**config.mk**
```make
export PLATFORM = sky130hd
export DESIGN_NAME = sbce_div
export DESIGN_NICKNAME = d
export VERILOG_FILES = /design/src/rtl/sbce_div.sv
export SDC_FILE = /design/constraint.sdc
export NUM_CORES = 2
export LEC_CHECK = 0
export BUFFER_PORTS_ARGS = -buffer_cell sky130_fd_sc_hd__buf_2
export CORE_ASPECT_RATIO = 1.1
export CORE_MARGIN = 3
export CORE_UTILIZATION = 40
export CTS_BUF_LIST = sky130_fd_sc_hd__clkbuf_8 sky130_fd_sc_hd__clkbuf_16
export CTS_CLUSTER_DIAMETER = 150
export DETAILED_ROUTE_END_ITERATION = 8
export PLACE_DENSITY_LB_ADDON = 0.05
export SETUP_SLACK_MARGIN = 0.1
export SKIP_CTS_REPAIR_TIMING = 1
export SLEW_MARGIN = 30
export SYNTH_ARGS = -nofsm -noshare
export SYNTH_HDL_FRONTEND = slang
export SYNTH_SLANG_ARGS = --single-unit
```
**constraint.sdc**
```tcl
create_clock -name clk -period 3.4 [get_ports clk]
set_input_delay 0.34 -clock clk [delete_from_list [all_inputs] [get_ports clk]]
set_output_delay 0.34 -clock clk [all_outputs]
set_load 0.01 [all_outputs]
```
**src/rtl/sbce_div.sv**
```systemverilog
// Pipelined restoring divider: saturated quotient of (num << FB) / den, one bit per stage.
`timescale 1ns / 1ps
module sbce_div #(
	parameter int FB = 16
) (
	input  logic          clk,
	input  logic          en,
	input  logic [33:0]   num,
	input  logic [33:0]   den,
	output logic [FB+1:0] quo
);
	localparam int QW = FB + 2;

	logic [33:0]   rem_s [QW];
	logic [33:0]   den_s [QW];
	logic [1:0]    low_s [QW];
	logic [QW-1:0] quo_s [QW];
	logic          ovf_s [QW];

	for (genvar k = 0; k < QW; k++) begin : g_step
		logic [33:0]   rem_i;
		logic [33:0]   den_i;
		logic [1:0]    low_i;
		logic [QW-1:0] quo_i;
		logic          ovf_i;
		logic          bit_i;
		logic [34:0]   sh;
		logic [34:0]   diff;
		logic          ge;

		if (k == 0) begin : g_first
			assign rem_i = {2'b00, num[33:2]};
			assign den_i = den;
			assign low_i = num[1:0];
			assign quo_i = '0;
			// quotient would need more than QW bits
			assign ovf_i = ({2'b00, num} >= {den, 2'b00});
		end else begin : g_next
			assign rem_i = rem_s[k-1];
			assign den_i = den_s[k-1];
			assign low_i = low_s[k-1];
			assign quo_i = quo_s[k-1];
			assign ovf_i = ovf_s[k-1];
		end

		if (k == 0) begin : g_b0
			assign bit_i = low_i[1];
		end else if (k == 1) begin : g_b1
			assign bit_i = low_i[0];
		end else begin : g_bz
			assign bit_i = 1'b0;
		end

		assign sh   = {rem_i, bit_i};
		assign ge   = (sh >= {1'b0, den_i});
		assign diff = sh - {1'b0, den_i};

		always_ff @(posedge clk) begin
			if (en) begin
				rem_s[k] <= ge ? diff[33:0] : sh[33:0];
				den_s[k] <= den_i;
				low_s[k] <= low_i;
				quo_s[k] <= {quo_i[QW-2:0], ge};
				ovf_s[k] <= ovf_i;
			end
		end
	end

	assign quo = ovf_s[QW-1] ? '1 : quo_s[QW-1];

endmodule

```
==> impl_summary.md <==
Status
The run finished, with violations left. The final reports fail on setup timing.

Route
The routed design has 230,100 µm of wire. The via density per instance is 5.233. The remaining antenna violation count after routing is 0. The starting DRC count in detailed routing is 3,111. The first TritonRoute pass finished after 5 iterations. In the final routed layout, each cell accounts on average for 20.04 µm. The DRC violation count after routing is 0. Detailed routing inserted a total of 60,090 vias.

Finish
The net count of the finished layout is 9,490. Cells with a size suffix above 1 make up 26.62% of the layout. From synthesis to final layout, the design area changed by 29.29%. The final cell utilization of the core is 52.12%.

Critical path
The worst setup path is launched from a register. Data on the critical path is required at its endpoint by 3.95 ns. The reg-to-reg endpoint is rem_s[13][1]. The endpoint arrival time on the critical path is 4.05 ns. The highest fanout seen on the critical path is 8. The start of the worst register-to-register path is den_s[12][5].

The critical path launch point is den_s[12][5]. The count of cells along the worst register-to-register path is 14. The kind of critical path is reg2reg. The flop-to-flop setup slack is -0.1 ns. The type of element capturing the critical path is a register.

Synthesis
The portion of synthesized cell area occupied by the leading cell type is 50.72%. The combinational family with the most area after synthesis is compound AO/OA/AOI/OAI gates. The netlist area before placement is 0.07970 mm². The synthesized netlist devotes 16.02% of its cell area to compound gates. The multiplexer share of the synthesized area is 2.600%. Of the total synthesized cell area, the portion taken by full adders, half adders and majority gates is 10.51%. The portion of the post-synthesis area used by sequential elements is 50.72%. After synthesis, the cell types taking the most area are edfxtp_1 51%, ha_1 10%, a21oi_1 4.1%.

In the synthesized netlist the dominant register cell turns out to be edfxtp_1. The count of warnings emitted by yosys is 0. After technology mapping, the gate count stands at 7,402.

The XOR/XNOR share of the synthesized area is 5.616%. The most common cell in the synthesized netlist is edfxtp_1. The mean area per synthesized cell is 10.77 µm².

The commonest cells after synthesis are 1,346 x edfxtp_1, 750 x inv_1, 652 x a21oi_1. Of all flip-flops after synthesis, the portion carrying an async set or reset was 0%. Counting flops with a built-in enable in the synthesized netlist gives 1,346. edfxtp_1 takes more of the synthesized area than any other cell. When the netlist entered floorplanning its net count stood at 8,131.

The share of synthesized cell area in and, or, nand and nor gates is 9.932%. Counting distinct cell types in the post-synthesis netlist gives 93. The flip-flop and latch count after synthesis is 1,346.

Flow run
The number of maximum-capacitance violations is 0.

Timing
The pin slew with the least headroom to its limit is 0.8571 ns. The worst max-slew margin expressed relative to the limit is 42.42%. The highest attainable clock frequency is 0.2860 GHz. The max-slew violation count is 0.

The ratio of final minimum period to clock period is 102.9%. The final critical-path required period is 3.497 ns. On the final layout, the worst clock skew is 0.02644 ns. The number of hold violations in the final report is 0. Setup repair after global routing could not meet its margin everywhere. The tightest hold path in the finished design has a slack of 0.07170 ns.

The total setup violations reported at the end of the flow is 51. The final worst setup slack is -0.09705 ns. The sum of negative setup slack is -1.825 ns.

Hold path
The worst hold path belongs to the class in2reg. Along the worst hold path, the cell count comes to 4. The origin of the worst min-delay path is num[2]. The hold-critical path endpoint is rem_s[0][1].

Die
The die span in y is 474.2 µm. 88 I/O pins were placed. The floorplan die area is 0.2046 mm². Once the floorplan was initialized, standard cells occupied 40.31% of the core.

The horizontal extent of the die is 431.6 µm. The cell row count is 171. The core region is 0.1977 mm².

Pwr
The highest ir drop seen on vdd is 0.4944 mV. The total leakage power is 43.53 nW. Dividing total power by cell area gives a power density of 962.4 mW/mm².

CTS
The CTS tree is built. The H-tree generated during clock tree synthesis spans 4 levels. The later pin in the worst-skew pair is clocked with a latency of 0.81 ns. The number of buffers created by CTS is 155. The clock sink count is 1,346. After clock tree synthesis, the clock-pin slew on the worst setup and hold paths is 0.06 ns. The maximum clock path buffer count is 3. In this run the clock root is driven by a clkbuf_16.

Global route
The number of antenna violations at the first check in global routing came to 2. The via count of the first global-routing pass came to 59,320. The total routing usage reported by global routing is 20.83%.

The total overflow left after global routing is 0. The pin count of the biggest net entering global routing is 137. The first global-routing pass estimated 332,900 µm of wire.

Placed design
Before CTS, the worst setup slack after placement is -0.5814 ns. The number of I/O port buffers is 87. The wire-length estimate of the detail-placed layout is 169,700 µm. Routability-driven placement finished with a final weighted congestion of 0.9145.
area by class of cell:
cell class / count / area (µm²)
well taps: 2595 / 3247
repair buffers: 1404 / 12150
flip-flops and latches: 1346 / 40420
inverters: 752 / 2838
fillers: 17660 / 94650
diodes: 3 / 7.507
clock buffers: 156 / 3904
multi-input cells: 5102 / 39350
clock inverters: 125 / 1129
cell usage in the layout (no fill, tap or decap), types with 28 or more instances in the layout:
master         count
a21o_1           308
a21oi_1          536
a21oi_2           93
a31oi_1           55
and3_1            67
buf_12            48
buf_2             86
buf_4           1082
buf_6             58
clkbuf_16        190
clkinv_2          28
dlygate4sd3_1     67
edfxtp_1        1346
ha_1             585
ha_4              49
inv_1            757
mux2_2            96
mux2_4            74
nand2_1          563
nand2b_1          69
nand3_1          113
nand4_1          111
nor2_1           359
nor2_2            28
nor2_4            44
nor2b_1           71
nor3_1            68
o211ai_1          44
o21a_1            52
o21ai_0          412
o21ai_1           38
o21ai_2           82
o21bai_1          76
or2_2             33
xnor2_1          311
xor2_1           199
metal layers:
metal  vias up  GRT usage (%)  routed length, µm
li1      29760              -                  -
met4         0          8.697              11200
met5         -              0                  0
met3       419          2.443               6571
met1     28910          24.36              92570
met2      1001          38.41             119800
cell families after synthesis:
group	count (synthesis)
AO/OA/AOI/OAI	2058
XOR/XNOR	511
adder cells (fa/ha/maj)	659
buffers and inverters	954
flip-flops	1346
multiplexers	177
AND/OR/NAND/NOR	1697
metrics by stage:
stage	total power, W	instance area [µm²]	std cells
after floorplan	0.05528	79720	7402
after global placement	0.07281	91060	10940
after detailed placement	0.07302	91060	10940
after CTS	0.09012	96090	11220
after global routing	0.1059	103000	11480
final	0.09916	103000	11480
sequential cells by signal (all words and copies together), names as in the netlist:
register / cells
den_s: 578
low_s: 1
ovf_s: 18
quo_s: 171
rem_s: 578
worst max path at each step:
stage | end
detailed placement | rem_s[5][27]
floorplan | rem_s[0][10]
global placement | rem_s[5][27]
CTS | rem_s[5][27]
finish | rem_s[13][1]
global route | rem_s[13][31]
power by group:
part	switching, W	internal [W]	total (W)	leakage (nW)
Clock	0.00708	0.00942	0.0165	2.57
Sequential	0.00312	0.0248	0.0279	13.2
Combinational	0.0278	0.0269	0.0547	27.8
critical path: stages, from the launching register on:
cell and delay, ns:
edfxtp_1 0.35, inv_1 0.05, ha_1 0.31, or3_4 0.39
a21oi_4 0.18, a31oi_4 0.07, a21oi_2 0.23, buf_4 0.17
a21oi_4 0.08, a221oi_4 0.30, o31ai_1 0.10, buf_4 0.16
a211oi_4 0.34, buf_12 0.21, mux2_4 0.31
(Power assumes the default switching activity.)
