[src/rtl/sbce_pkg.sv]
// Shared types and constants for the segment box clip entry block.
`timescale 1ns / 1ps
package sbce_pkg;

	localparam int CoordW = 32;
	localparam int HalfW  = 31;
	localparam int WideW  = 34;
	localparam int EntryW = 17;
	localparam int NumEdges = 4;

	// per-edge flags that ride along with the divider lanes
	typedef struct packed {
		logic par;    // p is zero
		logic qneg;   // q below zero
		logic pneg;   // p below zero
		logic sdiff;  // p and q differ in sign
	} edge_t;

	typedef struct packed {
		logic signed [CoordW-1:0] x0;
		logic signed [CoordW-1:0] y0;
		logic signed [WideW-1:0]  dx;
		logic signed [WideW-1:0]  dy;
		edge_t [NumEdges-1:0]     edges;
	} side_t;

endpackage

[src/rtl/sbce_out_if.sv]
// Output channel: hit flag, entry point and entry parameter per word.
`timescale 1ns / 1ps
interface sbce_out_if;
	logic        valid;
	logic        ready;
	logic        hit;
	logic [31:0] point_x;
	logic [31:0] point_y;
	logic [16:0] entry_param;

	modport source (output valid, hit, point_x, point_y, entry_param, input ready);
	modport sink (input valid, hit, point_x, point_y, entry_param, output ready);
endinterface

[src/rtl/sbce_point.sv]
// Edge combine, entry point multiply and saturating output register.
`timescale 1ns / 1ps
module sbce_point #(
	parameter int FB = 16
) (
	input  logic           clk,
	input  logic           arst_n,
	input  logic           vld,
	input  sbce_pkg::side_t side,
	input  logic [FB+1:0]  quo [sbce_pkg::NumEdges],
	output logic           en,
	sbce_out_if.source     out_ch
);
	localparam int QW = FB + 2;

	logic signed [QW:0] rv;
	logic signed [QW:0] t0c;
	logic signed [QW:0] t1c;
	logic               hitc;

	always_comb begin
		t0c  = '0;
		t1c  = '0;
		t1c[FB] = 1'b1;
		hitc = 1'b1;
		rv   = '0;
		for (int e = 0; e < sbce_pkg::NumEdges; e++) begin
			// any nonzero negative ratio reads as all ones, which compares below t0 and t1
			rv = (side.edges[e].sdiff && quo[e] != '0) ? '1 : {1'b0, quo[e]};
			if (hitc) begin
				if (side.edges[e].par) begin
					if (side.edges[e].qneg) hitc = 1'b0;
				end else if (side.edges[e].pneg) begin
					if (rv > t1c) hitc = 1'b0;
					else if (rv > t0c) t0c = rv;
				end else begin
					if (rv < t0c) hitc = 1'b0;
					else if (rv < t1c) t1c = rv;
				end
			end
		end
	end

	logic              vld_s1, vld_s2, vld_s3;
	logic              hit_s1, hit_s2, hit_s3;
	logic [FB:0]       t0_s1, t0_s2;
	logic signed [31:0] x0_s1, y0_s1, x0_s2, y0_s2;
	logic signed [33:0] dx_s1, dy_s1;
	logic signed [FB+35:0] px_s2, py_s2;
	logic signed [31:0] ptx_s3, pty_s3;
	logic [16:0]       ent_s3;

	assign en = !vld_s3 || out_ch.ready;

	always_ff @(posedge clk or negedge arst_n) begin
		if (!arst_n) begin
			vld_s1 <= 1'b0;
			vld_s2 <= 1'b0;
			vld_s3 <= 1'b0;
		end else if (en) begin
			vld_s1 <= vld;
			vld_s2 <= vld_s1;
			vld_s3 <= vld_s2;
		end
	end

	// combine edges
	always_ff @(posedge clk) begin
		if (en) begin
			hit_s1 <= hitc;
			t0_s1  <= t0c[FB:0];
			x0_s1  <= side.x0;
			y0_s1  <= side.y0;
			dx_s1  <= side.dx;
			dy_s1  <= side.dy;
		end
	end

	// offset along the segment
	always_ff @(posedge clk) begin
		if (en) begin
			hit_s2 <= hit_s1;
			t0_s2  <= t0_s1;
			x0_s2  <= x0_s1;
			y0_s2  <= y0_s1;
			px_s2  <= $signed({1'b0, t0_s1}) * dx_s1;
			py_s2  <= $signed({1'b0, t0_s1}) * dy_s1;
		end
	end

	logic signed [35:0] sx, sy;
	logic signed [31:0] satx, saty;
	logic [47:0]        tw;
	logic [16:0]        ent;

	// arithmetic shift by FB floors toward minus infinity
	assign sx = 36'(x0_s2) + px_s2[FB+35:FB];
	assign sy = 36'(y0_s2) + py_s2[FB+35:FB];
	assign tw = 48'(t0_s2);

	always_comb begin
		if (sx > 36'sd2147483647)        satx = 32'sh7fffffff;
		else if (sx < -36'sd2147483648)  satx = 32'sh80000000;
		else                             satx = sx[31:0];
		if (sy > 36'sd2147483647)        saty = 32'sh7fffffff;
		else if (sy < -36'sd2147483648)  saty = 32'sh80000000;
		else                             saty = sy[31:0];
	end

	if (FB >= 16) begin : g_down
		assign ent = tw[FB-16 +: 17];
	end else begin : g_up
		logic [47:0] tu;
		assign tu  = tw << (16 - FB);
		assign ent = tu[16:0];
	end

	always_ff @(posedge clk) begin
		if (en) begin
			hit_s3 <= hit_s2;
			ptx_s3 <= hit_s2 ? satx : '0;
			pty_s3 <= hit_s2 ? saty : '0;
			ent_s3 <= hit_s2 ? ent : '0;
		end
	end

	assign out_ch.valid       = vld_s3;
	assign out_ch.hit         = hit_s3;
	assign out_ch.point_x     = ptx_s3;
	assign out_ch.point_y     = pty_s3;
	assign out_ch.entry_param = ent_s3;

endmodule

[src/flat_wrapper.sv]
// flat-port wrapper written by rule: the top's interface ports become plain ports
module sbce_point_flat 
#(
	parameter int FB = 16
)
  (clk, arst_n, vld, side, quo, en, out_ch_valid, out_ch_hit, out_ch_point_x, out_ch_point_y, out_ch_entry_param, out_ch_ready);
  sbce_out_if out_ch_i ();
  input  logic clk;
  input  logic arst_n;
  input  logic vld;
  input  sbce_pkg::side_t side;
  input  logic [FB+1:0] quo[sbce_pkg::NumEdges];
  output logic en;
  output wire logic [$bits(out_ch_i.valid)-1:0] out_ch_valid;
  output wire logic [$bits(out_ch_i.hit)-1:0] out_ch_hit;
  output wire logic [$bits(out_ch_i.point_x)-1:0] out_ch_point_x;
  output wire logic [$bits(out_ch_i.point_y)-1:0] out_ch_point_y;
  output wire logic [$bits(out_ch_i.entry_param)-1:0] out_ch_entry_param;
  input wire logic [$bits(out_ch_i.ready)-1:0] out_ch_ready;
  assign out_ch_valid = out_ch_i.valid;
  assign out_ch_hit = out_ch_i.hit;
  assign out_ch_point_x = out_ch_i.point_x;
  assign out_ch_point_y = out_ch_i.point_y;
  assign out_ch_entry_param = out_ch_i.entry_param;
  assign out_ch_i.ready = out_ch_ready;
  sbce_point #(.FB(FB)) u_core (.clk(clk), .arst_n(arst_n), .vld(vld), .side(side), .quo(quo), .en(en), .out_ch(out_ch_i));
endmodule
[config.mk]
export PLATFORM = sky130hd
export DESIGN_NAME = sbce_point_flat
export DESIGN_NICKNAME = d
export VERILOG_FILES = /design/src/rtl/sbce_pkg.sv /design/src/rtl/sbce_out_if.sv /design/src/rtl/sbce_point.sv /design/src/flat_wrapper.sv
export SDC_FILE = /design/constraint.sdc
export NUM_CORES = 2
export LEC_CHECK = 0
export ABC_CLOCK_PERIOD_IN_PS = 14800
export BUFFER_PORTS_ARGS = -buffer_cell sky130_fd_sc_hd__buf_2
export CAP_MARGIN = 25
export CORE_ASPECT_RATIO = 1.75
export CORE_MARGIN = 2
export CORE_UTILIZATION = 40
export CTS_CLUSTER_DIAMETER = 200
export DETAILED_ROUTE_END_ITERATION = 8
export PLACE_DENSITY = 0.62
export SYNTH_ARGS = -nofsm -noshare
export SYNTH_HDL_FRONTEND = slang
export SYNTH_SLANG_ARGS = --single-unit
[constraint.sdc]
create_clock -name clk -period 14.8 [get_ports clk]
set_input_delay 1.48 -clock clk [delete_from_list [all_inputs] [get_ports clk]]
set_output_delay 1.48 -clock clk [all_outputs]
set_load 0.05 [all_outputs]
==> metrics.csv <==
stage,metric,value,unit
status,outcome,finished clean,
clock_network,total setup buffers inserted after CTS,0,
place,Port Buffers,307,
place,post-placement cell area,62210,µm²
logic_synthesis,YS warnings,0,
cells_and_area,fin area,63720,µm²
timing,Final setup viols,0,
routing,vias post-DR,42475,
cells_and_area,"commonest non-fill, non-tap cell in the layout",inv_1,
clock_network,clock slew seen by the registers of the worst setup and hold paths,60,ps
logic_synthesis,"FF+latch count, synth",389,
floorplanning,Initial Util,0.4017,
worst_setup_path,crit-path max FO,18,
clock_network,CTS tree,built,
logic_synthesis,Gate Count Post-Synth,5954,
logic_synthesis,Synth cell types,80,
grt,largest net degree at the start of global routing,80,
grt,first-pass GRT wire length,264100,µm
grt,vias in the first global route,47340,
logic_synthesis,Post-synth EDFFs,386,
worst_setup_path,Crit path depth,43,
logic_synthesis,"Seq/Total Area, Yosys",0.1987,
worst_setup_path,Critical Path RT,15270,ps
clock_network,H-tree depth,2,
place,Final GP Congestion,0.9312,
logic_synthesis,Main synth FF type,edfxtp_1,
clock_network,CTS buffer count,43,
logic_synthesis,mapped cell area,58720,µm²
logic_synthesis,syn_area_per_cell,9.861,µm²
clock_network,Hold Buf Count CTS,0,
timing,Fin Hold WS,414.1,ps
clock_network,Longest Clk Path Bufs,3,
timing,period utilisation layout,0.7904,
worst_setup_path,CP startpoint kind,input port,
worst_setup_path,most frequent CP cell,o21a_1,
routing,DR iter-0 viols,1852,
routing,drt drc,0,
timing,Final min period,11700,ps
clock_network,CTS root buffer,clkbuf_16,
routing,DRT Pass-1 Iters,5,
floorplanning,Top Ports,308,
worst_setup_path,Crit. End Element,flip-flop,
floorplanning,die area,150000,µm²
clock_network,Worst-Skew Late Latency,640,ps
floorplanning,Die Span X,293.6,µm
floorplanning,core footprint,146200,µm²
routing,WL/cell,20.99,µm
timing,unrepaired setup endpoints after global routing,false,
worst_setup_path,Top delay family on crit path,simple AND/OR/NAND/NOR gates,
timing,slew margin rel.,0.2855,
place,DP HPWL,132600,µm
grt,GRT Total Usage,0.2308,
worst_hold_path,WHS Path Cells,0,
routing,DRT Wirelength,169000,µm
cells_and_area,area grow syn2layout,8.530,%
timing,maximum clock frequency,85.48,MHz
routing,"antenna viol nets, final",0,
cells_and_area,# fillers,14173,
logic_synthesis,fraction of registers with async set/reset,0.007712,
worst_setup_path,critical path class,input port to flip-flop,
cells_and_area,final net count,7878,
worst_setup_path,R2R Setup Slk,6130,ps
grt,initial antenna violation count,15,
worst_hold_path,class of the worst hold path,flip-flop to flip-flop,
timing,Worst Tran Pin Value,1072,ps
worst_setup_path,Worst Path Buf+Inv,5,
worst_setup_path,Critical Path AT,12170,ps
timing,Final Skew,23.33,ps
floorplanning,Die H,510.8,µm
timing,setup TNS,0,ps
worst_setup_path,critical-path cell with the highest stage delay,and4b_1,
worst_setup_path,FF-to-FF path depth,21,
floorplanning,Placement Rows,186,
cells_and_area,"Core Util, Final",0.4360,
worst_setup_path,"slowest stage delay, CP",730,ps
timing,pins over their slew limit,0,
flow_run,maxcap violations,0,
cells_and_area,share of post-route cells with drive strength above 1,0.07607,
cells_and_area,"commonest non-fill, non-tap cells in the layout","inv_1 (1,271), fa_1 (1,100), nand2_1 (862)",
grt,GRT overflow,0,
timing,Hold Fails Final Rpt,0,
clock_network,post-CTS sizing,0,
routing,vias per cell,5.278,
clock_network,CTS sink cnt,389,
## sequential cells by signal, indices dropped and copies added, names as in the netlist, 17 cells and up
name                       cells
u_core.dy_s1                  34
u_core.y0_s2                  32
u_core.out_ch.point_x         32
u_core.ent                    17
u_core.x0_s1                  32
u_core.py_s2                  36
u_core.dx_s1                  34
u_core.out_ch.entry_param     17
u_core.x0_s2                  32
u_core.t0_s1                  17
u_core.y0_s1                  32
u_core.px_s2                  36
u_core.out_ch.point_y         32
## worst register-to-register path, cell delays in order (launching register included)
cell and delay (ps):
edfxtp_1 350, buf_4 400, buf_4 660, nand2_1 200
fa_1 570, inv_1 50, fa_1 480, inv_1 50
fa_1 480, fa_1 560, fa_1 530, inv_1 60
fa_1 450, ha_1 380, and3_1 240, a311o_1 360
a211oi_1 570, o211ai_1 520, a31oi_1 620, o211ai_1 270
a21oi_1 230, xor2_1 400
## area by class of cell
| class | instances | area, µm² | share of cell area |
|---|---|---|---|
| antenna | 3 | 7.507 | 0.0001178 |
| clock buffer | 52 | 1131 | 0.01775 |
| clock inverter | 26 | 306.5 | 0.004811 |
| inverter | 1272 | 4775 | 0.07493 |
| multi-input combinational | 4049 | 41380 | 0.6494 |
| sequential | 389 | 11670 | 0.1831 |
| tap | 1880 | 2352 | 0.03691 |
| timing repair buffer | 377 | 2102 | 0.03299 |
## logic make-up after synthesis
| logic type | Yosys count | synth area share |
|---|---|---|
| AND/OR/NAND/NOR | 1699 | 0.1378 |
| adder cells (fa/ha/maj) | 1522 | 0.4650 |
| buffers and inverters | 1518 | 0.09751 |
| AO/OA/AOI/OAI | 616 | 0.06817 |
| flip-flops | 389 | 0.1987 |
| XOR/XNOR | 140 | 0.02088 |
| multiplexers | 69 | 0.01187 |
| other | 1 | 0.00006387 |
## metrics by stage
| stage | worst slack, ps | cells |
|---|---|---|
| after floorplan | 2218 | 5956 |
| after global placement | 2549 | 7961 |
| after detailed placement | 2496 | 7963 |
| after CTS | 3140 | 8041 |
| after global routing | 2639 | 8046 |
| final | 3102 | 8048 |
## synthesized netlist by cell type, drive strengths merged, types with 64 or more instances
cell       n  area share
inv     1272       0.081
mux2i     64       0.011
edfxtp   386        0.20
nor2     140      0.0090
and2     436       0.046
o21ai    134       0.011
clkbuf   233       0.015
xnor2     84       0.013
fa      1100        0.38
a21o      71      0.0091
nand2    862       0.055
ha       422       0.090
a21oi    170       0.014
## path summary, 6_finish.rpt
kind                                  start               end
max reg2reg                 u_core.t0_s1[6]  u_core.py_s2[51]
max in group asynchronous            arst_n     u_core.vld_s2
min                        u_core.x0_s1[30]  u_core.x0_s2[30]
min in group asynchronous            arst_n     u_core.vld_s1
max                                 quo[62]  u_core.t0_s1[12]
min reg2reg                u_core.x0_s1[30]  u_core.x0_s2[30]
## metal layers
metal	share of wire	GRT usage
met1	0.35	0.2409
met2	0.55	0.4442
met3	0.042	0.02416
met4	0.064	0.1273
met5	0.00031	0
Power is left out: the tool's default activity adds up to more than one toggle a clock period on the data nets, which glitch-free logic cannot reach.
